**src/rtl/quaternary_neuron_layer_engine_macros.svh**
```systemverilog
// Assertion macros for the quaternary neuron layer engine
`ifndef QUATERNARY_NEURON_LAYER_ENGINE_MACROS_SVH
`define QUATERNARY_NEURON_LAYER_ENGINE_MACROS_SVH

// Implication checked on every clock edge outside reset
`define QNLE_ASSERT_IMPL(label, clk, rst_n, ante, cons, msg) \
    label: assert property (@(posedge clk) disable iff (!rst_n) (ante) |-> (cons)) \
        else $error(msg);

// Next-cycle implication checked outside reset
`define QNLE_ASSERT_NEXT(label, clk, rst_n, ante, cons, msg) \
    label: assert property (@(posedge clk) disable iff (!rst_n) (ante) |=> (cons)) \
        else $error(msg);

`endif

```
**src/rtl/qnle_pkg.sv**
```systemverilog
// ----------------------------------------------------------------------------
// qnle_pkg
// Shared types, opcodes and helper functions of the neuron layer engine.
// ----------------------------------------------------------------------------
package qnle_pkg;

    typedef enum logic [1:0] {
        OP_LOAD_INPUT  = 2'd0,
        OP_EVALUATE    = 2'd1,
        OP_UPDATE      = 2'd2,
        OP_LOAD_LATENT = 2'd3
    } t_opcode;

    localparam logic CFG_CLIP_BOUND = 1'b0;
    localparam logic CFG_INPUTS     = 1'b1;

    localparam int unsigned SCORE_W    = 13;
    localparam int unsigned CENTERED_W = 14;
    localparam int unsigned LATENT_W   = 16;
    localparam int unsigned BOUND_W    = 15;
    localparam int unsigned COUNT_W    = 11;
    localparam int unsigned STAT_W     = 13;

    localparam logic [BOUND_W-1:0] BOUND_RESET  = 15'd256;
    localparam logic [COUNT_W-1:0] INPUTS_RESET = 11'd784;
    localparam logic [STAT_W-1:0]  DEV_RESET    = 13'd98;

    typedef enum logic [2:0] {
        ST_IDLE,
        ST_PRIME,
        ST_WALK,
        ST_DRAIN,
        ST_STATS,
        ST_BANDS,
        ST_DONE
    } t_state;

    // Controller to datapath commands
    typedef struct packed {
        logic capture;    // latch the item
        logic clear_acc;  // restart the walk
        logic rd_en;      // read the element under the walk pointer
        logic acc_en;     // fold the element read the cycle before
        logic stats_a;    // mean step
        logic stats_b;    // deviation step and band
        logic finish;     // form the result of the item
    } t_cmd;

    // Datapath to controller status
    typedef struct packed {
        logic last_elem;  // walk pointer at the final element
        logic empty_span; // no element to walk
        logic valid_nrn;
        logic valid_el;
    } t_status;

    // Alignment score of input x and weight w, range -3..2
    function automatic logic signed [2:0] align_score(input logic [1:0] x, input logic [1:0] w);
        logic signed [2:0] d;
        begin
            d = $signed({1'b0, x}) - $signed({1'b0, w});
            if (x[1] == w[1]) begin
                align_score = ((x == w) && (x == 2'd0 || x == 2'd3)) ? 3'sd2 : 3'sd1;
            end else begin
                align_score = (d < 0) ? d : -d;
            end
        end
    endfunction

    // Quarter-band quantisation of a clipped latent
    function automatic logic [1:0] band_of(input logic signed [LATENT_W:0] lat,
                                           input logic [BOUND_W-1:0] bound);
        logic signed [LATENT_W:0] half;
        begin
            half = $signed({3'b000, bound[BOUND_W-1:1]});
            if (lat >= half)       band_of = 2'd3;
            else if (lat >= 0)     band_of = 2'd2;
            else if (lat >= -half) band_of = 2'd1;
            else                   band_of = 2'd0;
        end
    endfunction

    // Clip to +/- bound
    function automatic logic signed [LATENT_W:0] clip_latent(input logic signed [LATENT_W:0] v,
                                                           input logic [BOUND_W-1:0] bound);
        logic signed [LATENT_W:0] b;
        begin
            b = $signed({2'b00, bound});
            if (v > b)       clip_latent = b;
            else if (v < -b) clip_latent = -b;
            else             clip_latent = v;
        end
    endfunction

endpackage

```
**src/rtl/qnle_ctrl.sv**
```systemverilog
// ----------------------------------------------------------------------------
// qnle_ctrl
// Sequencer: takes one item, walks the elements, runs the stats steps and
// holds the result until it is taken.
// ----------------------------------------------------------------------------
module qnle_ctrl
    import qnle_pkg::*;
(
    input  logic          i_clk,
    input  logic          i_rst_n,
    input  logic          i_in_valid,
    output logic          o_in_stall,
    input  logic [1:0]    i_opcode,
    input  logic          i_with_stats,
    input  t_status       i_status,
    output t_cmd          o_cmd,
    output logic          o_out_valid,
    input  logic          i_out_stall
);

    t_state r_state, n_state;
    logic   r_out_valid, n_out_valid;
    logic   r_walk_op, n_walk_op;
    logic   r_stats, n_stats;
    logic   accept;

    assign o_in_stall  = (r_state != ST_IDLE) || (r_out_valid && i_out_stall);
    assign accept      = i_in_valid && !o_in_stall;
    assign o_out_valid = r_out_valid;

    always_ff @(posedge i_clk) begin
        if (!i_rst_n) begin
            r_state     <= ST_IDLE;
            r_out_valid <= 1'b0;
            r_walk_op   <= 1'b0;
            r_stats     <= 1'b0;
        end else begin
            r_state     <= n_state;
            r_out_valid <= n_out_valid;
            r_walk_op   <= n_walk_op;
            r_stats     <= n_stats;
        end
    end

    always_comb begin
        n_state     = r_state;
        n_walk_op   = r_walk_op;
        n_stats     = r_stats;
        n_out_valid = r_out_valid && i_out_stall;
        o_cmd       = '0;
        unique case (r_state)
            ST_IDLE: begin
                if (accept) begin
                    o_cmd.capture = 1'b1;
                    n_walk_op = (i_opcode == OP_EVALUATE) || (i_opcode == OP_UPDATE);
                    n_stats   = (i_opcode == OP_EVALUATE) && i_with_stats;
                    n_state   = ST_PRIME;
                end
            end
            ST_PRIME: begin
                o_cmd.clear_acc = 1'b1;
                if (r_walk_op && i_status.valid_nrn && !i_status.empty_span) begin
                    n_state = ST_WALK;
                end else if (r_walk_op && i_status.valid_nrn && r_stats) begin
                    // empty span: stats still advance on a zero sum
                    n_state = ST_STATS;
                end else begin
                    n_state = ST_DONE;
                end
            end
            ST_WALK: begin
                o_cmd.rd_en = 1'b1;
                if (i_status.last_elem) begin
                    n_state = ST_DRAIN;
                end
            end
            ST_DRAIN: begin
                // last read still in flight
                o_cmd.acc_en = 1'b1;
                n_state = r_stats ? ST_STATS : ST_DONE;
            end
            ST_STATS: begin
                o_cmd.stats_a = 1'b1;
                n_state = ST_BANDS;
            end
            ST_BANDS: begin
                o_cmd.stats_b = 1'b1;
                n_state = ST_DONE;
            end
            ST_DONE: begin
                o_cmd.finish = 1'b1;
                n_out_valid  = 1'b1;
                n_state      = ST_IDLE;
            end
            default: n_state = ST_IDLE;
        endcase
        if (r_state == ST_WALK) begin
            o_cmd.acc_en = 1'b1;
        end
    end

endmodule

```
**config.mk**
```make
export PLATFORM = sky130hd
export DESIGN_NAME = qnle_ctrl
export DESIGN_NICKNAME = d
export VERILOG_FILES = /design/src/rtl/quaternary_neuron_layer_engine_macros.svh /design/src/rtl/qnle_pkg.sv /design/src/rtl/qnle_ctrl.sv
export SDC_FILE = /design/constraint.sdc
export NUM_CORES = 1
export LEC_CHECK = 0
export ABC_AREA = 1
export BUFFER_PORTS_ARGS = -buffer_cell sky130_fd_sc_hd__buf_2
export CAP_MARGIN = 30
export CORE_AREA = 2 2 39 41
export DETAILED_ROUTE_END_ITERATION = 10
export DIE_AREA = 0 0 41 43
export SYNTH_ARGS = -nofsm -noshare
export SYNTH_HDL_FRONTEND = slang
export SYNTH_SLANG_ARGS = --single-unit
```
**constraint.sdc**
```tcl
create_clock -name i_clk -period 1.7 [get_ports i_clk]
set_input_delay 0.34 -clock i_clk [delete_from_list [all_inputs] [get_ports i_clk]]
set_output_delay 0.34 -clock i_clk [all_outputs]
set_load 0.01 [all_outputs]
```
-- Word level (Yosys, flattened, before mapping)
Cells that the tools add are included.
Widths: inputs -> output; s select.
- divide/modulo/power cells: 0
- shift operators: 0
- eq/ne operators: 10
- multiply operators: 0
- reductions and logical operators: 14
- multiplexer cells: 16
- bitwise gates (word level): 0
- add/sub/neg operators: 0
- $lt $le $gt $ge: 0
- operators with widths (kind ; number):
    $pmux 3 s6 ; 1
    $mux 1 ; 10
    $eq 3x3->1 const B ; 3
    $mux 3 ; 3
    $eq 3x2->1 const B ; 2
    $logic_and 1x1->1 ; 6
    $mux 2 ; 2
    $ne 2x2->1 const B ; 2
    $reduce_and 2->1 ; 2
    $eq 3x1->1 const B ; 1
    $logic_not 3->1 ; 1
    $reduce_bool 3->1 ; 1
    $eq 2x1->1 const B ; 1
    $eq 2x2->1 const B ; 1
    $logic_not 1->1 ; 2
    $logic_or 1x1->1 ; 2
- RAM bits: 0
- memories: 0
- memory bits (read-only): 0
- register bits: 6
- latch bits: 0

-- Depth between registers and ports, before layout
Gate-level depths: netlist of the first run.
- depth after elaboration: 6
- depth in mapped cells: 6

-- Worst setup path before layout of the first run
OpenSTA, ideal clock, no wires.
- kind: reg2out
- start point: reg r_state[1]
- end point: out o_in_stall
- path buffers: 0
- path slack: 0.592 ns
- stages on the path, launching flop included: 5
- arrival: 0.768 ns
- data required time: 1.360 ns
- path through: dfxtp_1 -> nor2_1 -> inv_1 -> nor2_1 -> nand2_1
- word-level cells in the longest chain between the ends: 2
- RTL lines (what ; line ; text):
    start, declared ; qnle_ctrl.sv:21 ; t_state r_state, n_state;
    start signal, assigned ; qnle_ctrl.sv:38 ; r_state <= n_state;
    $reduce_bool 3->1 ; qnle_ctrl.sv:27 ; assign o_in_stall = (r_state != ST_IDLE) || (r_out_valid && i_out_stall);
    $logic_or 1x1->1 ; qnle_ctrl.sv:27 ;
    end, declared ; qnle_ctrl.sv:12 ; output logic o_in_stall,
No other way between the ends.

-- Final worst setup path of the first run
Same ends and word-level chain as after synthesis.

==> results of run 1 <==
metrics by stage:
step / cells / hold slack (ns) / utilization (%) / power (mW)
after floorplan: 59 / 0.4604 / - / 0.5006
final: 96 / 0.3624 / 35.62 / 0.7447
after detailed placement: 93 / 0.5103 / 34.00 / 0.6269
after global placement: 93 / 0.5033 / 34.00 / 0.6231
after CTS: 96 / 0.3574 / 35.62 / 0.7618
after global routing: 96 / 0.3640 / 35.62 / 0.8323
placed cells by master (no fill, tap or decap), types with 2 or more instances in the layout:
| master | n |
|---|---|
| buf_2 | 18 |
| nand2_1 | 16 |
| clkbuf_4 | 3 |
| nand3_1 | 2 |
| nor2_1 | 11 |
| dfxtp_1 | 6 |
| nor3_2 | 2 |
| inv_1 | 14 |
| a21oi_1 | 4 |
worst max-delay path by stage:
stage                            end  slack (ns)  depth (start not counted)
final                     o_in_stall        0.18                          5
after global routing      o_in_stall        0.05                          5
after CTS                   o_cmd[6]        0.17                          4
after detailed placement    o_cmd[6]        0.42                          4
after global placement      o_cmd[6]        0.42                          5
after floorplan           o_in_stall        0.59                          4
registers in the layout (all words and copies together), names as in the netlist:
register / cells
o_out_valid: 1
r_stats: 1
r_walk_op: 1
r_state: 3
power breakdown:
| part | internal, mW | total (mW) | leakage, nW | switching, mW |
|---|---|---|---|---|
| sequential | 0.189 | 0.245 | 0.0494 | 0.0552 |
| clock | 0.0797 | 0.129 | 0.0138 | 0.0491 |
| combinational | 0.147 | 0.371 | 0.249 | 0.224 |
| total | 0.416 | 0.745 | 0.313 | 0.328 |
layer usage:
| layer | vias up | routed length (um) | global-route usage (%) |
|---|---|---|---|
| li1 | 220 | - | - |
| met1 | 185 | 322 | 12.54 |
| met2 | 8 | 378 | 18.75 |
| met3 | 2 | 31 | 3.141 |
| met4 | 0 | 19 | 8.000 |
| met5 | - | 0 | 0 |
cells by family after synthesis:
logic type               count (synthesis)  synth area share (%)
flip-flops                               6                 33.33
adder cells (fa/ha/maj)                  1                 3.472
AND/OR/NAND/NOR                         32                 39.93
buffers and inverters                   15                 15.62
AO/OA/AOI/OAI                            5                 7.640
cell type report:
type / count / area share, %
well taps: 16 / 4.061
flip-flops and latches: 6 / 24.37
clock buffers: 3 / 4.569
multi-input cells: 38 / 37.31
inverters: 15 / 11.42
repair buffers: 18 / 18.27
worst reg2reg max path: stages, from the launching register on:
cell      delay (ns)
dfxtp_1         0.36
nor2_1          0.19
nand4_2         0.18
o21bai_1        0.17
nor2_1          0.05
==> flow_metrics.tcl, run 1 <==
set metrics [dict create \
    status "finished clean" \
    critPathTopFamily "simple AND/OR/NAND/NOR gates" \
    cts_tree "built" \
    synthCells 59 \
    min_period_ns 1.519 \
    max_freq_ghz 0.6584 \
    synth_nets 71 \
    worst_pin_slew_ns 0.2276 \
    seq_area_sq_um 120.1 \
    r2r-start "r_state[1]$_SDFFE_PN0P_" \
    post_cts_buffers 0 \
    setup_viol 0 \
    drc_errors 0 \
    gr-total-overflow 0 \
    wl_per_cell_um 7.823 \
    grt_pass1_wl_um 1414 \
    slowest_delay_ns 0.36 \
    final_cell_area_sq_um 493.0 \
    p_leak_nw 0.3126 \
    cp-end-kind "output port" \
    cpMostUsedCell "nor2_1" \
    peakVddDrop_uv 624.7 \
    postSynth.asyncResetShare_pct 0 \
    io_buffers 18 \
    via_count 415 \
    skew_ns 0.004848 \
    via_per_inst 4.323 \
    reg2reg_depth 4 \
    synth_edf_count 0 \
    n_fill_cell 159 \
    hold_viol 0 \
    whs_path_depth 3 \
    timing.final.crit_share_pct 89.34 \
    ys_seq_area_share_pct 33.33 \
    die_h_um 43 \
    regToRegEndpoint "r_stats$_SDFFE_PN0P_" \
    place_congestion 0.8110 \
    cts_root_buf "clkbuf_4" \
    multi_input_area_sq_um 183.9 \
    start_util_pct 26.04 \
    arrival_ns 1.18 \
    startpoint_type "flop" \
    rsz0062_at_grt "false" \
    hold_path.class "primary input to flop" \
    cts_resized 0 \
    yosys_register_bits 6 \
    yosysTopAreaCellShare_pct 33.33 \
    cts_buffers 3 \
    whs_endpoint "r_state[2]$_SDFFE_PN0P_" \
    synth_area_sq_um 360.3 \
    relSlewSlack_pct 84.81 \
    hp-start "i_rst_n" \
    dpl_cell_area_sq_um 470.5 \
    cp.required_ns 1.36 \
    syn2layout_area_growth_pct 36.81 \
    final_nets 94 \
    core_area_sq_um 1384 \
    yosysMostFrequentCell "nand2_1" \
    ys_types 11 \
    dp_hpwl_um 655.2 \
    layout-drive-gt1-share_pct 31.25 \
    cts_max_level 1 \
    antenna_found_initial 0 \
    critPathBufInv 2 \
    rows 14 \
    grt_pass1_vias 399 \
    syn_avg_cell_area_sq_um 6.108 \
    fp.dieArea_sq_um 1763 \
    ios 20 \
    tns_ns 0 \
    clockBufferDepth 2 \
    yosys.area.top_type "dfxtp_1" \
    crit_start "r_state[1]$_SDFFE_PN0P_" \
    netlist_top_cells_count "16 x nand2_1, 14 x inv_1, 11 x nor2_1" \
    yosysWarnings 0 \
    hold_buffers 0 \
    antenna_cells 0 \
    critPathKind "flop to output port" \
    dr.first_iter.drc_count 11 \
    power_density_nw_per_um2 1511 \
    dr.pass1.iters 4 \
    dpl_worst_slack_ns 0.4245 \
    clock_latency_ns 0.24 \
    synthTopCellsByArea "dfxtp_1 33%, nand2_1 17%, inv_1 15%" \
    drv_cap 0 \
    crit_path_top_delay_cell "dfxtp_1" \
    clock-sinks 6 \
    ys.flop_type "dfxtp_1" \
    cp_max_fo 6 \
    wl_um 751 \
    final.setup.worst_slack_ns 0.1813 \
    drv_slew 0 \
    grt_max_degree 7 \
    r2r_slack_ns 0.65 \
    clkTransAtPathRegs_ns 0.05 \
    ant_nets 0 \
    die_w_um 41 \
    crit_chain "nor2_1, inv_1, nor2_1, nand2_1, buf_2" \
    grt.total_usage_pct 11.75 \
]
No activity file was read; power rests on OpenSTA's default activity.
==> run 2, diff against run 1 <==
--- a/config.mk
+++ b/config.mk
@@ -11,6 +11,7 @@
 export CORE_AREA = 2 2 39 41
 export DETAILED_ROUTE_END_ITERATION = 10
 export DIE_AREA = 0 0 41 43
+export PLACE_DENSITY_LB_ADDON = 0.1
 export SYNTH_ARGS = -nofsm -noshare
 export SYNTH_HDL_FRONTEND = slang
 export SYNTH_SLANG_ARGS = --single-unit
==> run 2 against run 1 <==
Effect of this change:
- utilization is 0.54 points higher
- critical path depth stayed put
- fmax grew 0.72%
- power is 3.2% higher
- largest cell class unchanged
- clock-buffer cell count unchanged
- critical endpoint unchanged
- critical path type unchanged
- sequential power barely moved
- design area is 1.5% higher
- via count decreased by 0.24%
==> flow_metrics.tcl, run 2 (synthesized netlist as in run 1, its figures left out) <==
set metrics [dict create \
    max_freq_ghz 0.6632 \
    via_count 414 \
    grt.total_usage_pct 12.96 \
    wl_per_cell_um 8.619 \
    final_nets 95 \
    clockBufferDepth 2 \
    via_per_inst 4.268 \
    final_cell_area_sq_um 500.5 \
    skew_ns 0.0008821 \
    cp-end-kind "output port" \
    power_density_nw_per_um2 1536 \
    clock-sinks 6 \
    hold_path.class "primary input to flop" \
    syn2layout_area_growth_pct 38.89 \
    cp_max_fo 6 \
    largest_reg_flops 3 \
    core_area_sq_um 1384 \
    antenna_found_initial 0 \
    gr-total-overflow 0 \
    drv_slew 0 \
    critPathKind "flop to output port" \
    io_buffers 18 \
    n_fill_cell 163 \
    cts_resized 0 \
    p_total_uw 768.6 \
    cp.required_ns 1.36 \
    wl_um 836 \
    dpl_cell_area_sq_um 478.0 \
    final_common_cell "buf_2" \
    cts_root_buf "clkbuf_4" \
    setup_viol 0 \
    p_leak_nw 0.3171 \
    timing.final.crit_share_pct 88.70 \
    dr.first_iter.drc_count 8 \
    startpoint_type "flop" \
    die_h_um 43 \
    drv_cap 0 \
    grt_util_met3_pct 3.141 \
    grt_use_met1_pct 16.13 \
    met2_usage_pct 17.19 \
    min_period_ns 1.508 \
    post_cts_buffers 0 \
    die_w_um 41 \
    clkTransAtPathRegs_ns 0.05 \
    critPathTopFamily "flip-flops" \
    cpMostUsedCell "nor2_1" \
    cts_buffers 3 \
    start_util_pct 26.04 \
    cts_max_level 1 \
    ios 20 \
    fp.dieArea_sq_um 1763 \
    relSlewSlack_pct 84.64 \
    slowest_delay_ns 0.36 \
    dp_hpwl_um 691.3 \
    peakVddDrop_uv 742.9 \
    crit_chain "nor2_1, inv_1, nor2_1, nand2_1, buf_2" \
    grt_pass1_wl_um 1462 \
    hold_buffers 0 \
    hold_viol 0 \
    status "finished clean" \
    ant_nets 0 \
    final.setup.worst_slack_ns 0.1921 \
    grt.busiest_layer "met2" \
    grt_pass1_vias 355 \
    clock_latency_ns 0.24 \
    rsz0062_at_grt "false" \
    arrival_ns 1.17 \
    dpl_worst_slack_ns 0.4416 \
    top_register "r_state" \
    layout-drive-gt1-share_pct 32.10 \
    worst_pin_slew_ns 0.2301 \
    critPathBufInv 2 \
    antenna_cells 0 \
    drc_errors 0 \
    layout_common_cells "18 x buf_2, 16 x nand2_1, 14 x inv_1, 11 x nor2_1, 6 x dfxtp_1" \
    grt_max_degree 7 \
    dr.pass1.iters 3 \
    rows 14 \
    cts_tree "built" \
    tns_ns 0 \
    place_congestion 0.7038 \
    crit_path_top_delay_cell "dfxtp_1" \
]
[run 2: worst register-to-register path, delay by kind of cell (launching register included)]
kind,cells,cell delay [ns]
DFF,1,0.36
buffers and inverters,1,0.17
and+or+nand+nor,3,0.34
AOI/OAI and AO/OA,1,0.11
[run 2: layout make-up]
type	count	area, sq um	share of cell area [%]
clock buffer	3	22.52	4.500
sequential	6	120.1	24.00
inverter	15	56.30	11.25
tap	16	20.02	4.000
multi-input combinational	38	183.9	36.75
timing repair buffer	19	97.59	19.50
[run 2: report_power, final]
group / total [mW] / switching [mW] / internal, mW
clock: 0.132 / 0.0522 / 0.0799
sequential: 0.248 / 0.0583 / 0.189
combinational: 0.389 / 0.228 / 0.161
total: 0.769 / 0.339 / 0.430
[run 2: path summary, 6_finish.rpt]
check	start	endpoint	slack, ns	cells past startpoint
max reg2reg	r_state[1]$_SDFFE_PN0P_	r_stats$_SDFFE_PN0P_	0.61	5
min reg2reg	r_walk_op$_SDFFE_PN0P_	r_walk_op$_SDFFE_PN0P_	0.51	4
max	r_state[1]$_SDFFE_PN0P_	o_in_stall	0.19	5
min	i_rst_n	r_walk_op$_SDFFE_PN0P_	0.36	3
[run 2: per-layer routing]
metal  routed length, um  share of wire, %  vias to the layer above
met3                  49               5.9                        2
met1                 417                50                      179
li1                    -                 -                      222
met2                 361                43                       11
met4                   8              0.96                        0
met5                   0                 0                        -
[run 2: metrics by stage]
stage                     hold WS (ns)  util, %  instances
after global routing            0.3622    36.17         97
final                           0.3599    36.17         97
after detailed placement        0.5151    34.54         94
after floorplan                 0.4604        -         59
after global placement          0.5063    34.54         94
after CTS                       0.3501    36.17         97
==> run 3, diff against run 2 <==
--- a/config.mk
+++ b/config.mk
@@ -8,9 +8,11 @@
 export ABC_AREA = 1
 export BUFFER_PORTS_ARGS = -buffer_cell sky130_fd_sc_hd__buf_2
 export CAP_MARGIN = 30
-export CORE_AREA = 2 2 39 41
+export CELL_PAD_IN_SITES_DETAIL_PLACEMENT = 1
+export CELL_PAD_IN_SITES_GLOBAL_PLACEMENT = 1
+export CORE_MARGIN = 2
+export CORE_UTILIZATION = 27
 export DETAILED_ROUTE_END_ITERATION = 10
-export DIE_AREA = 0 0 41 43
 export PLACE_DENSITY_LB_ADDON = 0.1
 export SYNTH_ARGS = -nofsm -noshare
 export SYNTH_HDL_FRONTEND = slang
==> run 3 against run 2 <==
Effect of this change:
- power down 0.83%
- clock power about the same
- critical path depth down 1
- largest cell class unchanged
- die area down 6.8%
- highest routed layer is now met3
- non-clock buffer count down 1
- clock skew up 0.0039 ns
- design area down 1.7%
- via count down 1.9%
- sequential power about the same
- first-iteration DRC count down 38%
- routed wire length up 9.0%
- combinational power down 2%
==> flow_metrics.tcl, run 3 (synthesized netlist as in run 1, its figures left out) <==
set metrics [dict create \
    status "finished clean" \
    skew_ns 0.004803 \
    min_period_ns 1.552 \
    rsz0062_at_grt "false" \
    final_cell_area_sq_um 491.7 \
    cp_max_fo 6 \
    p_leak_nw 0.3126 \
    fp.dieArea_sq_um 1643 \
    core_area_sq_um 1269 \
    top_register "r_state" \
    layout_common_cells "18 x buf_2, 16 x nand2_1, 14 x inv_1, 11 x nor2_1, 6 x dfxtp_1" \
    antenna_cells 0 \
    critPathKind "flop to output port" \
    drc_errors 0 \
    startpoint_type "flop" \
    gr-total-overflow 0 \
    post_cts_buffers 0 \
    tns_ns 0 \
    final_nets 94 \
    start_util_pct 28.40 \
    clockBufferDepth 2 \
    antenna_found_initial 0 \
    max_freq_ghz 0.6442 \
    grt_pass1_vias 390 \
    drv_cap 0 \
    ant_nets 0 \
    timing.final.crit_share_pct 91.32 \
    clock-sinks 6 \
    hold_buffers 0 \
    cp-end-kind "output port" \
    worst_pin_slew_ns 0.2457 \
    place_inst 92 \
    cts_tree "built" \
    clock_latency_ns 0.24 \
    clkTransAtPathRegs_ns 0.04 \
    rows 13 \
    critPathTopFamily "simple AND/OR/NAND/NOR gates" \
    arrival_ns 1.21 \
    cts_buffers 3 \
    grt_max_degree 7 \
    crit_path_top_delay_cell "dfxtp_1" \
    syn2layout_area_growth_pct 36.46 \
    peakVddDrop_uv 509.2 \
    grt.total_usage_pct 14.35 \
    dp_hpwl_um 741.7 \
    wl_um 911 \
    die_w_um 40.53 \
    cts_root_buf "clkbuf_4" \
    largest_reg_flops 3 \
    cts_resized 0 \
    ios 20 \
    via_count 406 \
    dpl_cell_area_sq_um 469.2 \
    critPathBufInv 2 \
    crit_chain "nor2_1, nand4_2, inv_1, buf_2" \
    r2r_slack_ns 0.58 \
    layout-drive-gt1-share_pct 31.25 \
    drv_slew 0 \
    power_density_nw_per_um2 1550 \
    io_buffers 18 \
    via_per_inst 4.274 \
    cts_max_level 1 \
    grt_pass1_wl_um 1483 \
    setup_viol 0 \
    wl_per_cell_um 9.589 \
    relSlewSlack_pct 83.59 \
    finalNonFillerCells 95 \
    dr.first_iter.drc_count 5 \
    fin_util_pct 38.76 \
    place_congestion 0.7321 \
    dr.pass1.iters 4 \
    slowest_delay_ns 0.37 \
    hold_viol 0 \
    cp.required_ns 1.36 \
    die_h_um 40.53 \
    final_common_cell "buf_2" \
    hold_path.class "primary input to flop" \
]
## run 3: cell count changes in the layout (fill, tap and decap cells not counted), sizes merged
cell | before | now
buf | 19 | 18
## run 3: worst reg2reg max path, stage by stage (launching register included)
cell and delay (ns):
dfxtp_1 0.37, nor2_1 0.20, nand4_2 0.19, o21bai_1 0.20, nor2_1 0.06
## run 3: area by class of cell
| class | instances | area (sq um) |
|---|---|---|
| flip-flops and latches | 6 | 120.1 |
| well taps | 15 | 18.77 |
| inverters | 15 | 56.30 |
| repair buffers | 18 | 90.09 |
| multi-input cells | 38 | 183.9 |
| fillers | 182 | 777.0 |
| clock buffers | 3 | 22.52 |
## run 3: metrics by stage
stage / power, mW / hold slack, ns / setup WS [ns]
finish: 0.7622 / 0.3640 / 0.1476
global placement: 0.6343 / 0.5191 / 0.3870
global route: 0.8461 / 0.3632 / 0.07098
detailed placement: 0.6368 / 0.5216 / 0.4050
floorplan: 0.5006 / 0.4604 / 0.5920
CTS: 0.7772 / 0.3522 / 0.1349
## run 3: power breakdown
| part | total (mW) | switching [mW] | internal [mW] |
|---|---|---|---|
| combinational | 0.382 | 0.234 | 0.147 |
| sequential | 0.249 | 0.0596 | 0.190 |
| clock | 0.131 | 0.0515 | 0.0799 |
| total | 0.762 | 0.346 | 0.417 |
## run 3: final timing paths
path / startpoint / to / cells after the start
setup / recovery: r_state[1]$_SDFFE_PN0P_ / o_cmd[6] / 4
hold / removal: i_rst_n / r_walk_op$_SDFFE_PN0P_ / 3
setup reg to reg: r_state[1]$_SDFFE_PN0P_ / r_stats$_SDFFE_PN0P_ / 4
hold reg to reg: r_walk_op$_SDFFE_PN0P_ / r_walk_op$_SDFFE_PN0P_ / 4
## run 3: per-layer routing
| layer | vias up | global-route usage (%) | part of all wire, % |
|---|---|---|---|
| met5 | - | 0 | 0 |
| met4 | 0 | 10.00 | 0 |
| met3 | 0 | 5.000 | 4.8 |
| met2 | 9 | 22.62 | 48 |
| met1 | 178 | 15.89 | 47 |
| li1 | 219 | - | - |
